$ cat src/rtl/lfu_pkg.sv
// Shared types and constants for the LFU cache table.
// Used by lfu_mem, lfu_scan and lfu_cache_table; depends on nothing else.
package lfu_pkg;

  localparam int KEY_W   = 32;
  localparam int VALUE_W = 32;
  localparam int COUNT_W = 32;
  localparam int STAMP_W = 48;
  localparam int CFG_W   = 5;

  localparam logic OP_GET = 1'b0;
  localparam logic OP_PUT = 1'b1;

  localparam logic [VALUE_W-1:0] MISS_VALUE = '1;
  localparam logic [COUNT_W-1:0] COUNT_MAX  = '1;
  localparam logic [COUNT_W-1:0] COUNT_ONE  = COUNT_W'(1);
  localparam logic [CFG_W-1:0]   CFG_RESET  = CFG_W'(16);

  // One stored entry, kept as a single word of the entry memory.
  typedef struct packed {
    logic [KEY_W-1:0]   key;
    logic [VALUE_W-1:0] value;
    logic [COUNT_W-1:0] count;
    logic [STAMP_W-1:0] stamp;
  } lfu_entry_t;

  // What a scan over the valid entries found.
  typedef struct packed {
    logic               match_found;
    logic [VALUE_W-1:0] match_value;
    logic [COUNT_W-1:0] match_count;
    logic               victim_found;
    logic [KEY_W-1:0]   victim_key;
  } lfu_scan_t;

  typedef enum logic [1:0] {
    ST_IDLE,
    ST_SCAN,
    ST_WRITE
  } lfu_state_t;

endpackage

$ cat src/rtl/lfu_cache_table.sv
// Top level of the LFU cache table: control sequencer, write-back and result register.
// Depends on lfu_pkg, lfu_mem and lfu_scan.
//
//   Chan  Handshake             Payload                                         Accepted on
//   in    in_valid, in_ready    operation, key, value                           valid&ready
//   out   out_valid, out_ready  hit, read_value, written, evicted, evicted_key  valid&ready
//   cfg   cfg_write_en          cfg_write_data                                  write enable
//
// A word's result is registered after its entries are scanned: the single read
// port of the entry memory is scanned one slot per cycle, then the last compare
// finishes and the entry is written back while the result register loads. The
// block is then ready again for a new word.
// Reset is synchronous; it empties the table and restores capacity_in_use to 16.
// No clearing pass is needed, since the valid slots always form a prefix.
// A result waits in the output register; a new word is accepted meanwhile, and
// only the write-back of that new word stalls until the result is taken.
module lfu_cache_table #(
  parameter int CAPACITY = 16
) (
  input  logic                              clk,
  input  logic                              rst,
  input  logic                              cfg_write_en,
  input  logic [lfu_pkg::CFG_W-1:0]         cfg_write_data,
  input  logic                              in_valid,
  output logic                              in_ready,
  input  logic                              operation,
  input  logic signed [lfu_pkg::KEY_W-1:0]  key,
  input  logic signed [lfu_pkg::VALUE_W-1:0] value,
  output logic                              out_valid,
  input  logic                              out_ready,
  output logic                              hit,
  output logic signed [lfu_pkg::VALUE_W-1:0] read_value,
  output logic                              written,
  output logic                              evicted,
  output logic signed [lfu_pkg::KEY_W-1:0]  evicted_key
);

  // Address width for the entry memory and a count width that can hold
  // CAPACITY itself. Compares against the 5-bit register use the wider of both.
  localparam int AW    = (CAPACITY > 1) ? $clog2(CAPACITY) : 1;
  localparam int OCC_W = $clog2(CAPACITY + 1);
  localparam int CMP_W = (OCC_W > lfu_pkg::CFG_W) ? OCC_W : lfu_pkg::CFG_W;
  localparam logic [CMP_W-1:0] CAP_LIMIT = CMP_W'(CAPACITY);

  // Control state.
  lfu_pkg::lfu_state_t          state;
  lfu_pkg::lfu_state_t          state_next;
  logic [lfu_pkg::CFG_W-1:0]    capacity_in_use;
  logic [OCC_W-1:0]             occupancy;
  logic [OCC_W-1:0]             occupancy_next;
  logic [lfu_pkg::STAMP_W-1:0]  stamp_counter;
  logic [OCC_W-1:0]             scan_idx;
  logic                         rd_valid;
  logic [AW-1:0]                rd_slot;

  // The word being worked on.
  logic                         op_q;
  logic [lfu_pkg::KEY_W-1:0]    key_q;
  logic [lfu_pkg::VALUE_W-1:0]  value_q;

  // Memory and scan connections.
  logic                         rd_en;
  lfu_pkg::lfu_entry_t          rd_data;
  logic                         wr_en;
  logic [AW-1:0]                wr_addr;
  lfu_pkg::lfu_entry_t          wr_data;
  lfu_pkg::lfu_scan_t           scan;
  logic [AW-1:0]                match_slot;
  logic [AW-1:0]                victim_slot;

  // Decision signals for the write-back cycle.
  logic                         in_fire;
  logic                         commit;
  logic [CMP_W-1:0]             cap_eff;
  logic                         put_ok;
  logic                         put_miss;
  logic                         do_evict;
  logic                         get_hit;

  assign in_ready = (state == lfu_pkg::ST_IDLE);
  assign in_fire  = in_valid && in_ready;
  assign rd_en    = (state == lfu_pkg::ST_SCAN) && (scan_idx < occupancy);

  // Register values above CAPACITY act as CAPACITY.
  assign cap_eff  = (CMP_W'(capacity_in_use) > CAP_LIMIT) ? CAP_LIMIT
                                                          : CMP_W'(capacity_in_use);
  assign get_hit  = (op_q == lfu_pkg::OP_GET) && scan.match_found;
  assign put_ok   = (op_q == lfu_pkg::OP_PUT) && (cap_eff != '0);
  assign put_miss = put_ok && !scan.match_found;
  // Full (or over-full after a lowered capacity): replace one victim in place,
  // so occupancy stays and the valid slots remain a prefix.
  assign do_evict = put_miss && (CMP_W'(occupancy) >= cap_eff);

  // Sequencer: idle, scan the valid prefix, then write back.
  always_ff @(posedge clk) begin
    if (rst) begin
      state <= lfu_pkg::ST_IDLE;
    end else begin
      state <= state_next;
    end
  end

  always_comb begin
    state_next     = state;
    commit         = 1'b0;
    occupancy_next = occupancy;
    unique case (state)
      lfu_pkg::ST_IDLE: begin
        if (in_fire) begin
          state_next = lfu_pkg::ST_SCAN;
        end
      end
      lfu_pkg::ST_SCAN: begin
        // Once no read is issued, the last entry is being compared this cycle.
        if (!rd_en) begin
          state_next = lfu_pkg::ST_WRITE;
        end
      end
      lfu_pkg::ST_WRITE: begin
        if (!out_valid || out_ready) begin
          commit     = 1'b1;
          state_next = lfu_pkg::ST_IDLE;
          if (put_miss && !do_evict) begin
            occupancy_next = occupancy + OCC_W'(1);
          end
        end
      end
      default: begin
        state_next = lfu_pkg::ST_IDLE;
      end
    endcase
  end

  always_ff @(posedge clk) begin
    if (rst) begin
      capacity_in_use <= lfu_pkg::CFG_RESET;
      occupancy       <= '0;
      stamp_counter   <= '0;
      scan_idx        <= '0;
      rd_valid        <= 1'b0;
    end else begin
      if (cfg_write_en) begin
        capacity_in_use <= cfg_write_data;
      end
      occupancy <= occupancy_next;
      if (wr_en) begin
        stamp_counter <= stamp_counter + lfu_pkg::STAMP_W'(1);
      end
      if (in_fire) begin
        scan_idx <= '0;
      end else if (rd_en) begin
        scan_idx <= scan_idx + OCC_W'(1);
      end
      rd_valid <= rd_en;
    end
  end

  always_ff @(posedge clk) begin
    if (rd_en) begin
      rd_slot <= scan_idx[AW-1:0];
    end
    if (in_fire) begin
      op_q    <= operation;
      key_q   <= key;
      value_q <= value;
    end
  end

  // Write-back: a hit refreshes its own slot, a put miss fills the next free
  // slot or overwrites the victim. Every write takes a fresh stamp.
  always_comb begin
    wr_en = commit && (get_hit || put_ok);
    if (scan.match_found) begin
      wr_addr = match_slot;
    end else if (do_evict) begin
      wr_addr = victim_slot;
    end else begin
      wr_addr = occupancy[AW-1:0];
    end
    wr_data.key   = key_q;
    wr_data.value = (op_q == lfu_pkg::OP_PUT) ? value_q : scan.match_value;
    if (!scan.match_found) begin
      wr_data.count = lfu_pkg::COUNT_ONE;
    end else if (scan.match_count == lfu_pkg::COUNT_MAX) begin
      wr_data.count = scan.match_count;
    end else begin
      wr_data.count = scan.match_count + lfu_pkg::COUNT_ONE;
    end
    wr_data.stamp = stamp_counter;
  end

  // Result register, parting the output side from the sequencer.
  always_ff @(posedge clk) begin
    if (rst) begin
      out_valid <= 1'b0;
    end else if (commit) begin
      out_valid <= 1'b1;
    end else if (out_ready) begin
      out_valid <= 1'b0;
    end
  end

  always_ff @(posedge clk) begin
    if (commit) begin
      hit         <= scan.match_found;
      read_value  <= get_hit ? scan.match_value : lfu_pkg::MISS_VALUE;
      written     <= put_ok;
      evicted     <= do_evict;
      evicted_key <= do_evict ? scan.victim_key : '0;
    end
  end

  lfu_mem #(
    .Depth (CAPACITY),
    .AddrW (AW)
  ) u_mem (
    .clk     (clk),
    .rd_en   (rd_en),
    .rd_addr (scan_idx[AW-1:0]),
    .rd_data (rd_data),
    .wr_en   (wr_en),
    .wr_addr (wr_addr),
    .wr_data (wr_data)
  );

  lfu_scan #(
    .AddrW (AW)
  ) u_scan (
    .clk         (clk),
    .rst         (rst),
    .start       (in_fire),
    .key         (key_q),
    .rd_valid    (rd_valid),
    .rd_slot     (rd_slot),
    .rd_data     (rd_data),
    .result      (scan),
    .match_slot  (match_slot),
    .victim_slot (victim_slot)
  );

  // An eviction reuses the victim's slot, so the fill count must not move.
  a_evict_keeps_occupancy: assert property (@(posedge clk) disable iff (rst)
    (commit && do_evict) |=> $stable(occupancy))
    else $error("occupancy changed on an eviction");

  // An insert without eviction grows the filled prefix by exactly one.
  a_insert_grows_occupancy: assert property (@(posedge clk) disable iff (rst)
    (commit && put_miss && !do_evict) |=> (occupancy == $past(occupancy) + OCC_W'(1)))
    else $error("occupancy did not grow on an insert");

  // A result appears only out of the write-back cycle.
  a_result_from_write: assert property (@(posedge clk) disable iff (rst)
    $rose(out_valid) |-> ($past(state) == lfu_pkg::ST_WRITE))
    else $error("result shown outside write-back");

  // An eviction is only ever part of a stored put that missed.
  a_evict_is_put_miss: assert property (@(posedge clk) disable iff (rst)
    (out_valid && evicted) |-> (written && !hit))
    else $error("eviction reported on a hit or unstored word");

endmodule

$ cat src/rtl/lfu_mem.sv
// Entry memory: one synchronous read port with registered data, one write port.
// Depends on lfu_pkg for the entry word type.
module lfu_mem #(
  parameter int Depth = 16,
  parameter int AddrW = 4
) (
  input  logic                clk,
  input  logic                rd_en,
  input  logic [AddrW-1:0]    rd_addr,
  output lfu_pkg::lfu_entry_t rd_data,
  input  logic                wr_en,
  input  logic [AddrW-1:0]    wr_addr,
  input  lfu_pkg::lfu_entry_t wr_data
);

  lfu_pkg::lfu_entry_t mem [Depth];

  always_ff @(posedge clk) begin
    if (wr_en) begin
      mem[wr_addr] <= wr_data;
    end
  end

  always_ff @(posedge clk) begin
    if (rd_en) begin
      rd_data <= mem[rd_addr];
    end
  end

endmodule

$ cat src/rtl/lfu_scan.sv
// Scan unit: looks at one entry per cycle, keeps the key match and the
// least-used, oldest victim seen so far. Depends on lfu_pkg.
module lfu_scan #(
  parameter int AddrW = 4
) (
  input  logic                        clk,
  input  logic                        rst,
  input  logic                        start,
  input  logic [lfu_pkg::KEY_W-1:0]   key,
  input  logic                        rd_valid,
  input  logic [AddrW-1:0]            rd_slot,
  input  lfu_pkg::lfu_entry_t         rd_data,
  output lfu_pkg::lfu_scan_t          result,
  output logic [AddrW-1:0]            match_slot,
  output logic [AddrW-1:0]            victim_slot
);

  logic [lfu_pkg::COUNT_W-1:0] victim_count;
  logic [lfu_pkg::STAMP_W-1:0] victim_stamp;
  logic                        is_match;
  logic                        is_better;

  assign is_match  = rd_valid && !result.match_found && (rd_data.key == key);
  // Strictly better only, so on a full tie the lower slot seen first stays.
  assign is_better = rd_valid && (!result.victim_found ||
                     (rd_data.count < victim_count) ||
                     ((rd_data.count == victim_count) && (rd_data.stamp < victim_stamp)));

  always_ff @(posedge clk) begin
    if (rst || start) begin
      result.match_found  <= 1'b0;
      result.victim_found <= 1'b0;
    end else begin
      if (is_match) begin
        result.match_found <= 1'b1;
      end
      if (is_better) begin
        result.victim_found <= 1'b1;
      end
    end
    if (is_match) begin
      result.match_value <= rd_data.value;
      result.match_count <= rd_data.count;
      match_slot         <= rd_slot;
    end
    if (is_better) begin
      result.victim_key <= rd_data.key;
      victim_count      <= rd_data.count;
      victim_stamp      <= rd_data.stamp;
      victim_slot       <= rd_slot;
    end
  end

endmodule
$ cat config.mk
export PLATFORM = sky130hd
export DESIGN_NAME = lfu_cache_table
export DESIGN_NICKNAME = d
export VERILOG_FILES = /design/src/rtl/lfu_pkg.sv /design/src/rtl/lfu_cache_table.sv /design/src/rtl/lfu_mem.sv /design/src/rtl/lfu_scan.sv
export SDC_FILE = /design/constraint.sdc
export NUM_CORES = 2
export LEC_CHECK = 0
export BUFFER_PORTS_ARGS = -buffer_cell sky130_fd_sc_hd__buf_2
export CAP_MARGIN = 20
export CORE_MARGIN = 3
export CORE_UTILIZATION = 30
export CTS_CLUSTER_DIAMETER = 120
export DETAILED_ROUTE_END_ITERATION = 10
export PLACE_DENSITY_LB_ADDON = 0.05
export SYNTH_ARGS = -nofsm -noshare
export SYNTH_HDL_FRONTEND = slang
export SYNTH_SLANG_ARGS = --single-unit
$ cat constraint.sdc
create_clock -name clk -period 63 [get_ports clk]
set_input_delay 12.6 -clock clk [delete_from_list [all_inputs] [get_ports clk]]
set_output_delay 12.6 -clock clk [all_outputs]
set_load 0.005 [all_outputs]
==> impl_metrics.tcl <==
set metrics [dict create \
    finalSetupViolations 0 \
    core-area_mm2 0.356 \
    dieArea_mm2 0.366 \
    grt_usage_pct 15.6 \
    postRouteAntennaNets 0 \
    path_cells "buf_2 -> nand2b_1 -> nand2_1 -> a21oi_1 -> o211ai_1 -> nor4_2 -> buf_4 -> buf_4 -> buf_4" \
    crit_top_cell "buf_4" \
    setup_slack_ns 46.75 \
    cpMaxStageDelayCell "buf_4" \
    cp_top_family "buffers and inverters" \
    final_common_cell "edfxtp_1" \
    finalCriticalPeriod_ns 16.25 \
    synth_area_mm2 0.108 \
    synthDominantCellAreaShare_pct 77.2 \
    final_area_mm2 0.125 \
    r2r_slack_ns 57.23 \
    utilization_pct 35.1 \
    rr_endpoint "u_mem.mem[13][104]" \
    worst_r2r_path_depth 14 \
    critPathBufInv 4 \
    criticalPathCategory "primary input to flop" \
    ir_worst_vdd_uv 20.4 \
    post-cts-setup-buffer-count 0 \
    netlist_instances 4639 \
    cts_made_buffers 328 \
    initial_core_util_pct 30.2 \
    critPathRequiredTime_ns 63.51 \
    holdCritPathClass "flop to flop" \
    grt_pass1_wl_um 408000 \
    worstHoldEndpoint "u_scan.result[88]" \
    synth_edf_count 2768 \
    final_cell_mix "edfxtp_1 (2768), mux4_2 (720), clkbuf_16 (335), buf_2 (142), buf_4 (123)" \
    reg2reg_from "capacity_in_use[4]" \
    seq_area_frac_synth_pct 78.5 \
    grt_setup_unrepaired "no" \
    synthFlopType "edfxtp_1" \
    hold_start "u_mem.rd_data[103]" \
    placed_area_mm2 0.115 \
    hold_depth 0 \
    pin_count 144 \
    worstPathMaxFanout 44 \
    fin_skew_ns 0.0675 \
    synth_area_leaders "edfxtp_1 (77%), mux4_2 (15%), dfxtp_1 (1.3%)" \
    ys_warn_count 0 \
    worstPathArrival_ns 16.76 \
    drive_above_1_share_pct 28.6 \
    routed_wl_um 286000 \
    fp-row-count 219 \
    hpwl_um 156000 \
    syn_avg_cell_area_um2 23.2 \
    die_w_um 605 \
    die_h_um 605 \
    final-hold-violation-count 0 \
    synth.ff_latch_count 2837 \
    firstDrtPassIters 5 \
    cts.path.max_buffers 4 \
    p_leak_nw 40.1 \
    slew_headroom_pct 25.8 \
    fmax_mhz 61.5 \
    clock_sinks 2837 \
    insertion_delay_ns 0.91 \
    syn_nets 4806 \
    cts_root_buffer "clkbuf_16" \
    grt_antenna_before_repair 16 \
    grt_pass1_vias 51800 \
    dr.first_iter.drc_count 3736 \
    max_stage_delay_ns 0.80 \
    drc 0 \
    layout.nets 5217 \
    gp_congestion 0.700 \
    power_density_mw_per_mm2 31.5 \
    fin_tns_setup_ns 0 \
    viasPerCell 4.79 \
    status "finished, final reports clean" \
    ctsHoldBuffers 0 \
    endpoint_kind "flop" \
    drv_slew 0 \
    syn_to_final_growth_pct 16.2 \
    grt_max_degree 113 \
    overflow 0 \
    startpoint_type "primary input" \
    cts-resized-gates 0 \
    async_reset_ff_share_pct 0 \
    worst_slew_pin_slew_ns 1.11 \
    post_drt_wl_per_cell_um 28.4 \
    synth_area_leader_cell "edfxtp_1" \
    via_count 48200 \
    timing.final.crit_share_pct 25.8 \
    h-tree-depth 5 \
    cts.clk_slew.worst_paths_ns 0.06 \
    cts_tree "yes" \
    io_buffers 143 \
    drv_cap 0 \
    synthDistinctLibCells 61 \
    pre_cts_ws_ns 45.58 \
    worstSetupStartpoint "out_ready" \
]
Yosys cell counts (all sizes together) (23+ instances only):
master / number
a21oi: 44
and2: 36
and3: 47
buf: 66
clkbuf: 131
dfxtp: 69
edfxtp: 2768
ha: 92
inv: 98
mux2: 33
mux4: 720
nand2: 48
nand2b: 40
nand3: 36
nand4: 47
nor2: 69
nor4: 37
o21ai: 23
xnor2: 50
xor2: 49
routing by layer:
metal	routed length [um]	GRT usage, %	up-vias
met5	0	0	-
met2	140000	25.9	886
met3	9840	2.04	388
met1	130000	21.6	26400
li1	-	-	20500
met4	6620	3.76	0
power by group:
group,total (W),internal [W],switching [W]
registers,0.00207,0.00206,0.00000798
clock network,0.00183,0.00107,0.000759
logic,0.0000376,0.0000112,0.0000264
metrics by stage:
step                total power [W]  hold slack (ns)  instances
finish                      0.00394            0.413      10100
global route                0.00408            0.419      10100
CTS                         0.00401            0.413      10100
detailed placement          0.00215            0.405       9470
global placement            0.00215            0.405       9468
floorplan                   0.00213            0.400       4639
area by class of cell:
cell class | count | area (um^2)
antenna | 2 | 5.00
clock buffer | 412 | 8690
clock inverter | 179 | 1520
fill | 32900 | 231000
inverter | 98 | 378
multi-input combinational | 1507 | 22100
sequential | 2837 | 84500
tap | 4751 | 5940
timing repair buffer | 278 | 1890
worst max path at each step:
stage,to,slack (ns),depth (start not counted)
after global placement,u_mem.mem[13][97],45.66,9
after global routing,u_mem.mem[13][104],46.40,9
after detailed placement,u_mem.mem[13][103],45.58,9
after CTS,u_mem.mem[13][104],46.61,9
final,u_mem.mem[13][104],46.75,9
after floorplan,u_mem.mem[0][0],33.22,7
registers in the layout (all words and copies together), names as in the netlist, 2 cells and up:
signal	cells
key_q	32
u_scan.match_slot	4
evicted_key	32
capacity_in_use	5
read_value	32
rd_slot	4
occupancy	5
u_scan.victim_count	32
u_scan.result	98
scan_idx	5
value_q	32
stamp_counter	48
u_scan.victim_slot	4
u_mem.mem	2304
u_scan.victim_stamp	48
u_mem.rd_data	144
state	2
kinds of logic after synthesis:
group / count (synthesis) / synth area share (%)
AO/OA/AOI/OAI: 132 / 0.802
buffers and inverters: 295 / 1.07
flip-flops: 2837 / 78.5
AND/OR/NAND/NOR: 425 / 2.26
XOR/XNOR: 99 / 0.806
adder cells (fa/ha/maj): 92 / 1.07
multiplexers: 759 / 15.5
Power figures use the tool's default switching activity.
